==> src/design/cosr_pkg.sv <==
`timescale 1ns / 1ps
// ----------------------------------------------------------------------------
// cosr_pkg
// Shared widths, defaults, controller states and the beat carried along the
// sorting row of the constrained-order regrouper.
// ----------------------------------------------------------------------------
package cosr_pkg;

  localparam int LAYER_W        = 5;
  localparam int GROUP_W        = 5;
  localparam int POS_W          = 5;
  localparam int MAX_LAYERS_DEF = 32;

  // Input beat kinds
  localparam logic KIND_TABLE = 1'b0;
  localparam logic KIND_ORDER = 1'b1;

  typedef enum logic [2:0] {
    ST_LOAD,
    ST_SORT,
    ST_SETTLE,
    ST_EMIT_RD,
    ST_EMIT_OUT
  } state_t;

  // One entry travelling through or held in a sorting cell; seq is the
  // entry's position in the stored order and breaks ties between equal groups
  typedef struct packed {
    logic               vld;
    logic [GROUP_W-1:0] key;
    logic [POS_W-1:0]   seq;
    logic [LAYER_W-1:0] layer;
  } cell_beat_t;

  // Row-wide control
  typedef struct packed {
    logic pop;
  } cell_ctrl_t;

endpackage

==> src/design/cosr_cell.sv <==
`timescale 1ns / 1ps
// ----------------------------------------------------------------------------
// cosr_cell
// One cell of the insertion-sort row: holds the smaller of its entry and the
// incoming beat, hands the other on to the next cell, or shifts towards the
// head on a pop.
// ----------------------------------------------------------------------------
module cosr_cell (
  input  logic                 clk,
  input  logic                 rst_n,
  input  cosr_pkg::cell_ctrl_t ctrl,
  input  cosr_pkg::cell_beat_t in_beat,
  input  cosr_pkg::cell_beat_t right_hold,
  output cosr_pkg::cell_beat_t pass_beat,
  output cosr_pkg::cell_beat_t hold_beat
);

  cosr_pkg::cell_beat_t hold_r, hold_nxt;
  cosr_pkg::cell_beat_t pass_r, pass_nxt;

  // Keep the smaller of group then order position, so equal groups keep
  // their original order even when a displaced entry moves down the row
  always_comb begin
    hold_nxt     = hold_r;
    pass_nxt     = in_beat;
    pass_nxt.vld = 1'b0;
    if (ctrl.pop) begin
      hold_nxt = right_hold;
    end else if (in_beat.vld) begin
      if (!hold_r.vld) begin
        hold_nxt = in_beat;
      end else if ({in_beat.key, in_beat.seq} < {hold_r.key, hold_r.seq}) begin
        hold_nxt = in_beat;
        pass_nxt = hold_r;
      end else begin
        pass_nxt = in_beat;
      end
    end
  end

  always_ff @(posedge clk) begin
    if (!rst_n) begin
      hold_r.vld <= 1'b0;
      pass_r.vld <= 1'b0;
    end else begin
      hold_r <= hold_nxt;
      pass_r <= pass_nxt;
    end
  end

  assign pass_beat = pass_r;
  assign hold_beat = hold_r;

endmodule

==> src/design/cosr_chain.sv <==
`timescale 1ns / 1ps
// ----------------------------------------------------------------------------
// cosr_chain
// Row of sorting cells. Beats enter at the head and ripple one cell per
// cycle; once settled the head holds the smallest group and a pop shifts the
// whole row one cell towards the head.
// ----------------------------------------------------------------------------
module cosr_chain #(
  parameter int MAX_LAYERS = cosr_pkg::MAX_LAYERS_DEF
) (
  input  logic                 clk,
  input  logic                 rst_n,
  input  cosr_pkg::cell_ctrl_t ctrl,
  input  cosr_pkg::cell_beat_t ins_beat,
  output cosr_pkg::cell_beat_t head_beat
);

  cosr_pkg::cell_beat_t pass_w [MAX_LAYERS];
  cosr_pkg::cell_beat_t hold_w [MAX_LAYERS];

  genvar k;
  generate
    for (k = 0; k < MAX_LAYERS; k++) begin : g_cell
      cosr_pkg::cell_beat_t left_w;
      cosr_pkg::cell_beat_t right_w;

      // Wire each cell to its neighbours; past the tail the row is empty
      if (k == 0) begin : g_head
        assign left_w = ins_beat;
      end else begin : g_mid
        assign left_w = pass_w[k-1];
      end
      if (k == MAX_LAYERS - 1) begin : g_tail
        assign right_w = '0;
      end else begin : g_body
        assign right_w = hold_w[k+1];
      end

      cosr_cell u_cell (
        .clk        (clk),
        .rst_n      (rst_n),
        .ctrl       (ctrl),
        .in_beat    (left_w),
        .right_hold (right_w),
        .pass_beat  (pass_w[k]),
        .hold_beat  (hold_w[k])
      );
    end
  endgenerate

  assign head_beat = hold_w[0];

endmodule

==> src/design/constrained_order_stable_regroup.sv <==
`timescale 1ns / 1ps
// ----------------------------------------------------------------------------
// constrained_order_stable_regroup
// Loads a group table and a layer order, then re-emits the order with the
// constrained layers stably sorted by group into the constrained positions.
//
//   channel  | handshake          | payload
//   ---------+--------------------+-------------------------------------------
//   input    | in_valid/in_ready  | in_kind, in_layer_id, in_group,
//            |                    | in_constrained, in_is_last
//   result   | out_valid/out_ready| out_position, out_layer, out_last_out
//
// Table and order beats load at one per cycle. The order beat marked last
// starts a regroup of n stored elements: they stream through the order
// buffer and table reads into the cell row, the row is left to settle, then
// each result passes an order buffer read and the output register. A
// stalled result holds the emitter; no input beat is taken until the
// sequence is out.
// Reset marks every table entry unconstrained through per-entry flags; there
// is no clearing pass.
// ----------------------------------------------------------------------------
module constrained_order_stable_regroup #(
  parameter int MAX_LAYERS = cosr_pkg::MAX_LAYERS_DEF
) (
  input  logic                         clk,
  input  logic                         rst_n,
  input  logic                         in_valid,
  output logic                         in_ready,
  input  logic                         in_kind,
  input  logic [cosr_pkg::LAYER_W-1:0] in_layer_id,
  input  logic [cosr_pkg::GROUP_W-1:0] in_group,
  input  logic                         in_constrained,
  input  logic                         in_is_last,
  output logic                         out_valid,
  input  logic                         out_ready,
  output logic [cosr_pkg::POS_W-1:0]   out_position,
  output logic [cosr_pkg::LAYER_W-1:0] out_layer,
  output logic                         out_last_out
);

  localparam int IDX_W = (MAX_LAYERS > 1) ? $clog2(MAX_LAYERS) : 1;
  localparam int CNT_W = $clog2(MAX_LAYERS + 1);
  localparam int SET_W = $clog2(MAX_LAYERS + 5);
  localparam int CMP_W = cosr_pkg::LAYER_W + 1;

  localparam logic [CNT_W-1:0] CNT_MAX  = CNT_W'(MAX_LAYERS);
  localparam logic [SET_W-1:0] SET_LAST = SET_W'(MAX_LAYERS + 3);
  localparam logic [CMP_W-1:0] LYR_LIM  = CMP_W'(MAX_LAYERS);

  cosr_pkg::state_t state_r, state_nxt;

  // Storage
  logic [cosr_pkg::GROUP_W-1:0] grp_mem [MAX_LAYERS];
  logic [cosr_pkg::LAYER_W-1:0] ob_mem  [MAX_LAYERS];
  logic [MAX_LAYERS-1:0]        con_r;
  logic [MAX_LAYERS-1:0]        conpos_r;

  logic [CNT_W-1:0] count_r;
  logic [CNT_W-1:0] sort_idx_r;
  logic [CNT_W-1:0] pos_r;
  logic [SET_W-1:0] set_cnt_r;

  // Lookup pipeline
  logic                         s1_vld_r, s2_vld_r;
  logic [IDX_W-1:0]             s1_idx_r, s2_idx_r;
  logic [cosr_pkg::LAYER_W-1:0] ob_q_r;
  logic [cosr_pkg::LAYER_W-1:0] s2_layer_r;
  logic [cosr_pkg::GROUP_W-1:0] grp_q_r;
  logic                         con_q_r;

  // Result register
  logic                         out_vld_r;
  logic [cosr_pkg::POS_W-1:0]   out_pos_r;
  logic [cosr_pkg::LAYER_W-1:0] out_layer_r;
  logic                         out_last_r;

  logic                 in_acc;
  logic                 tbl_wr_ok;
  logic                 ord_wr_ok;
  logic                 sort_issue;
  logic                 emit_load;
  logic                 emit_last;
  logic                 emit_con;
  logic                 q_in_rng;
  logic [IDX_W-1:0]     q_idx;
  logic [IDX_W-1:0]     ob_raddr;
  logic [CNT_W-1:0]     pos_inc;
  cosr_pkg::cell_ctrl_t row_ctrl;
  cosr_pkg::cell_beat_t ins_beat;
  cosr_pkg::cell_beat_t head_beat;

  assign in_ready   = (state_r == cosr_pkg::ST_LOAD);
  assign in_acc     = in_valid && in_ready;
  assign tbl_wr_ok  = in_acc && (in_kind == cosr_pkg::KIND_TABLE) &&
                      ({1'b0, in_layer_id} < LYR_LIM);
  assign ord_wr_ok  = in_acc && (in_kind == cosr_pkg::KIND_ORDER) && (count_r < CNT_MAX);
  assign sort_issue = (state_r == cosr_pkg::ST_SORT) && (sort_idx_r < count_r);

  assign pos_inc   = pos_r + 1'b1;
  assign emit_last = (pos_inc == count_r);
  assign emit_con  = conpos_r[pos_r[IDX_W-1:0]];
  assign emit_load = (state_r == cosr_pkg::ST_EMIT_OUT) && (!out_vld_r || out_ready);

  // Next state and row control
  always_comb begin
    state_nxt    = state_r;
    row_ctrl.pop = 1'b0;
    case (state_r)
      cosr_pkg::ST_LOAD: begin
        if (in_acc && (in_kind == cosr_pkg::KIND_ORDER) && in_is_last) begin
          state_nxt = cosr_pkg::ST_SORT;
        end
      end
      cosr_pkg::ST_SORT: begin
        if (!sort_issue) begin
          state_nxt = cosr_pkg::ST_SETTLE;
        end
      end
      cosr_pkg::ST_SETTLE: begin
        if (set_cnt_r == SET_LAST) begin
          state_nxt = cosr_pkg::ST_EMIT_RD;
        end
      end
      cosr_pkg::ST_EMIT_RD: begin
        state_nxt = cosr_pkg::ST_EMIT_OUT;
      end
      cosr_pkg::ST_EMIT_OUT: begin
        if (emit_load) begin
          row_ctrl.pop = emit_con;
          state_nxt    = emit_last ? cosr_pkg::ST_LOAD : cosr_pkg::ST_EMIT_RD;
        end
      end
      default: begin
        state_nxt = cosr_pkg::ST_LOAD;
      end
    endcase
  end

  always_ff @(posedge clk) begin
    if (!rst_n) begin
      state_r <= cosr_pkg::ST_LOAD;
    end else begin
      state_r <= state_nxt;
    end
  end

  // Group table: constrained flags reset, groups written on table beats
  always_ff @(posedge clk) begin
    if (!rst_n) begin
      con_r <= '0;
    end else if (tbl_wr_ok) begin
      con_r[in_layer_id[IDX_W-1:0]] <= in_constrained;
    end
  end

  always_ff @(posedge clk) begin
    if (tbl_wr_ok) begin
      grp_mem[in_layer_id[IDX_W-1:0]] <= in_group;
    end
  end

  // Order buffer: append order beats until full, read one address per cycle
  assign ob_raddr = (state_r == cosr_pkg::ST_SORT) ? sort_idx_r[IDX_W-1:0]
                                                   : pos_r[IDX_W-1:0];

  always_ff @(posedge clk) begin
    if (ord_wr_ok) begin
      ob_mem[count_r[IDX_W-1:0]] <= in_layer_id;
    end
    ob_q_r <= ob_mem[ob_raddr];
  end

  // Element count, sort issue index, settle timer, emit position
  always_ff @(posedge clk) begin
    if (!rst_n) begin
      count_r    <= '0;
      sort_idx_r <= '0;
      set_cnt_r  <= '0;
      pos_r      <= '0;
    end else begin
      if (ord_wr_ok) begin
        count_r <= count_r + 1'b1;
      end else if (emit_load && emit_last) begin
        count_r <= '0;
      end
      if (state_r == cosr_pkg::ST_LOAD) begin
        sort_idx_r <= '0;
      end else if (sort_issue) begin
        sort_idx_r <= sort_idx_r + 1'b1;
      end
      if (state_r == cosr_pkg::ST_SETTLE) begin
        set_cnt_r <= set_cnt_r + 1'b1;
      end else begin
        set_cnt_r <= '0;
      end
      if (state_r == cosr_pkg::ST_SETTLE) begin
        pos_r <= '0;
      end else if (emit_load) begin
        pos_r <= pos_inc;
      end
    end
  end

  // Look up each stored layer's group; out-of-range layers are unconstrained
  assign q_in_rng = ({1'b0, ob_q_r} < LYR_LIM);
  assign q_idx    = q_in_rng ? ob_q_r[IDX_W-1:0] : '0;

  always_ff @(posedge clk) begin
    if (!rst_n) begin
      s1_vld_r <= 1'b0;
      s2_vld_r <= 1'b0;
    end else begin
      s1_vld_r <= sort_issue;
      s2_vld_r <= s1_vld_r;
    end
  end

  always_ff @(posedge clk) begin
    s1_idx_r   <= sort_idx_r[IDX_W-1:0];
    s2_idx_r   <= s1_idx_r;
    s2_layer_r <= ob_q_r;
    grp_q_r    <= grp_mem[q_idx];
    con_q_r    <= q_in_rng && con_r[q_idx];
    if (s2_vld_r) begin
      conpos_r[s2_idx_r] <= con_q_r;
    end
  end

  // Feed constrained layers into the sorting row, tagged with their position
  always_comb begin
    ins_beat.vld   = s2_vld_r && con_q_r;
    ins_beat.key   = grp_q_r;
    ins_beat.seq   = cosr_pkg::POS_W'(s2_idx_r);
    ins_beat.layer = s2_layer_r;
  end

  cosr_chain #(
    .MAX_LAYERS (MAX_LAYERS)
  ) u_chain (
    .clk       (clk),
    .rst_n     (rst_n),
    .ctrl      (row_ctrl),
    .ins_beat  (ins_beat),
    .head_beat (head_beat)
  );

  // Result register: constrained positions take the head of the row
  always_ff @(posedge clk) begin
    if (!rst_n) begin
      out_vld_r <= 1'b0;
    end else if (emit_load) begin
      out_vld_r <= 1'b1;
    end else if (out_ready) begin
      out_vld_r <= 1'b0;
    end
  end

  always_ff @(posedge clk) begin
    if (emit_load) begin
      out_pos_r   <= cosr_pkg::POS_W'(pos_r);
      out_layer_r <= emit_con ? head_beat.layer : ob_q_r;
      out_last_r  <= emit_last;
    end
  end

  assign out_valid    = out_vld_r;
  assign out_position = out_pos_r;
  assign out_layer    = out_layer_r;
  assign out_last_out = out_last_r;

endmodule

==> config.mk <==
export PLATFORM = sky130hd
export DESIGN_NAME = constrained_order_stable_regroup
export DESIGN_NICKNAME = d
export VERILOG_FILES = /design/src/design/cosr_pkg.sv /design/src/design/cosr_cell.sv /design/src/design/cosr_chain.sv /design/src/design/constrained_order_stable_regroup.sv
export SDC_FILE = /design/constraint.sdc
export NUM_CORES = 2
export LEC_CHECK = 0
export BUFFER_PORTS_ARGS = -buffer_cell sky130_fd_sc_hd__buf_2
export CORE_MARGIN = 2
export CORE_UTILIZATION = 45
export CTS_CLUSTER_DIAMETER = 100
export DETAILED_ROUTE_END_ITERATION = 12
export SYNTH_ARGS = -nofsm -noshare
export SYNTH_HDL_FRONTEND = slang
export SYNTH_SLANG_ARGS = --single-unit
==> constraint.sdc <==
create_clock -name clk -period 3.1 [get_ports clk]
set_input_delay 0.155 -clock clk [delete_from_list [all_inputs] [get_ports clk]]
set_output_delay 0.155 -clock clk [all_outputs]
set_load 0.03 [all_outputs]
==> impl_metrics.ini <==
[timing]
setup_viol = 0
fin_skew_ps = 24.8
relSlewSlack = 0.276
fin_crit_ps = 2910
rsz0062_at_grt = false
timing.final.hold_violations = 0
drv_slew = 0
worst_pin_slew_ps = 1090
max_freq_ghz = 0.343
holdWs_ps = 74.6
period_share = 0.940

[clocking]
cts_buffer_depth = 3
cts.sinks = 1459
cts_root_buf = clkbuf_16
cts_tree = done
clock_latency_ps = 780
htree_levels = 4
cts_buffers = 160
path_clk_slew_ps = 60

[die]
die_x_um = 393
start_util = 0.454
rows = 142
core_mm2 = 0.150
io_pins = 30
die_area_mm2 = 0.154
die_height_um = 393

[critical_path]
startpoint_type = register
worstPathArrival_ps = 3380
cp_max_fo = 52
cp_data_required_time_ps = 3560
path_class = register to register
endpoint_kind = register

[synth]
yosys.area.top_type = edfxtp_1
syn_nets = 4763
ys_warn_count = 0
syn_inst = 4446
synth-edff-count = 1308
synth_seq_cells = 1459
netlist_area_mm2 = 0.0681
synth-main-ff-cell = edfxtp_1
seq_area_frac_synth = 0.622
yosysTopAreaCellShare = 0.577
synthTopCellsByArea = edfxtp_1 (58%), mux2_2 (15%), ha_1 (5.5%)
avgSynthCellArea_um2 = 15.3
synth_cell_type_count = 63
synthArstFlopShare = 0

[finish]
final_util = 0.516
drive_above_1_share = 0.320
nNetsFinal = 5027
layout_commonest_cell = edfxtp_1
most-common-layout-cells = edfxtp_1 (1,308), mux2_2 (920), inv_1 (319), ha_1 (300), buf_4 (200)
areaGrowthSynthToFinish_pct = 13.7
instances_no_fill = 6862

[pwr]
cellPowerDensity_mw_per_mm2 = 552
seq_power_share = 0.519
p_int_mw = 33.8
p_sw_mw = 8.94
p_sw_frac = 0.209
p_leak_nw = 27.3
ir_drop_v = 0.000534
power_frac_clock = 0.441
combinationalPowerShare = 0.040

[placement]
placement.io_buffers = 29
place_hpwl_um = 93900
placed_cells = 6552
gp_congestion = 0.781

[route]
avgViaCountPerCell = 5.41
wl_per_cell_um = 20.5
drtAntennaViolNets = 0
drtPass1Iterations = 5
vias = 37093
drc = 0
drt_iter0_drc = 2205
drt-total-wl_um = 141000

[global_routing]
grt_pass1_wl_um = 223000
grt_max_degree = 100
grt_antenna_before_repair = 5
gr-total-overflow = 0
grt_pass1_vias = 38429
track_usage = 0.184

[outcome]
status = complete, no violations

[hold_path]
hold_class = primary input to register

[run]
drv_cap = 0
[synthesized netlist by cell type, types with 34 or more instances]
| library cell | number |
|---|---|
| dfxtp_1 | 151 |
| ha_1 | 300 |
| o21a_1 | 92 |
| o21ai_0 | 108 |
| inv_1 | 319 |
| nand3_1 | 63 |
| buf_2 | 54 |
| a21oi_1 | 52 |
| mux2i_1 | 98 |
| mux2_2 | 920 |
| or3b_2 | 34 |
| mux4_2 | 62 |
| nand2_1 | 143 |
| clkbuf_1 | 53 |
| edfxtp_1 | 1308 |
| buf_4 | 45 |
| o211ai_1 | 36 |
| o2111ai_1 | 34 |
| a211oi_1 | 72 |
| nor2_1 | 163 |
[per-layer routing]
| layer | vias up | GRT usage | routed length (um) |
|---|---|---|---|
| met5 | - | 0 | 0 |
| met4 | 0 | 0.0529 | 3030 |
| met3 | 191 | 0.0288 | 4660 |
| met2 | 555 | 0.297 | 66700 |
| met1 | 18704 | 0.257 | 66300 |
| li1 | 17643 | - | - |
[power groups by stage]
stage | Clock (mW) | Combinational (mW) | Sequential (mW)
finish | 18.8 | 1.71 | 22.2
global route | 20.1 | 1.88 | 22.2
CTS | 19.4 | 1.73 | 22.2
detailed placement | 0 | 1.69 | 22.6
global placement | 0 | 1.66 | 22.6
floorplan | 0 | 1.13 | 22.4
[cells by family after synthesis]
family | after synthesis | synth area share
compound gates | 552 | 0.0570
xor+xnor | 23 | 0.00296
fa+ha+maj | 300 | 0.0552
buf+inv | 498 | 0.0327
flops | 1459 | 0.622
mux | 1108 | 0.192
simple gates | 506 | 0.0387
[layout make-up]
type                       count  area (um^2)
antenna                        2         5.00
clock buffer                 231         4590
clock inverter                65          623
fill                       12596        72500
inverter                     319         1200
multi-input combinational   2489        23600
sequential                  1459        42300
tap                         2016         2520
timing repair buffer         281         2570
[flip-flops by register name, summed over array words and instances, names as in the netlist, 6 cells and up]
signal                           count
u_chain.g_cell.u_cell.hold_beat    512
u_chain.g_cell.u_cell.pass_beat    496
grp_mem                            160
ob_mem                             160
con_r                               32
conpos_r                            32
count_r                              6
pos_r                                6
set_cnt_r                            6
sort_idx_r                           6
[metrics by stage]
stage               TNS, ps  setup WS, ps  instance area (um^2)  total power [mW]
global route              0          18.8                 77400              44.2
finish                    0           185                 77400              42.7
CTS                       0          17.4                 77400              43.3
detailed placement        0          42.1                 72100              24.3
global placement      -1090         -49.2                 72100              24.2
floorplan                 0           224                 68100              23.6
[critical path: stages, from the launching register on]
cell      delay (ps)
dfxtp_1          470
and2b_1          280
a211oi_1         240
nand3_1          180
a41oi_4          330
buf_12           330
buf_12           290
o21a_1           170
buf_4            230
[final timing paths]
path / cells after the start / to / slack (ps) / start
hold / removal: 1 / ob_mem[23][0]$_DFFE_PP_ / 70 / in_layer_id[0]
hold reg to reg: 0 / s2_idx_r[3]$_DFF_P_ / 320 / s1_idx_r[3]$_DFF_P_
setup reg to reg: 8 / u_chain.g_cell[2].u_cell.hold_beat[5]$_DFFE_PP_ / 190 / pos_r[2]$_SDFFE_PP0P_
setup / recovery: 8 / u_chain.g_cell[2].u_cell.hold_beat[5]$_DFFE_PP_ / 190 / pos_r[2]$_SDFFE_PP0P_
[repair_timing]
item | 4_1_cts | 5_1_grt
buffers inserted | 0 | 0
endpoints found under the setup margin | 0 | 108
endpoints found under the hold margin | 218 | 0
gates resized for setup | 0 | 2
hold buffers | 12 | 0
Power figures use the tool's default switching activity.
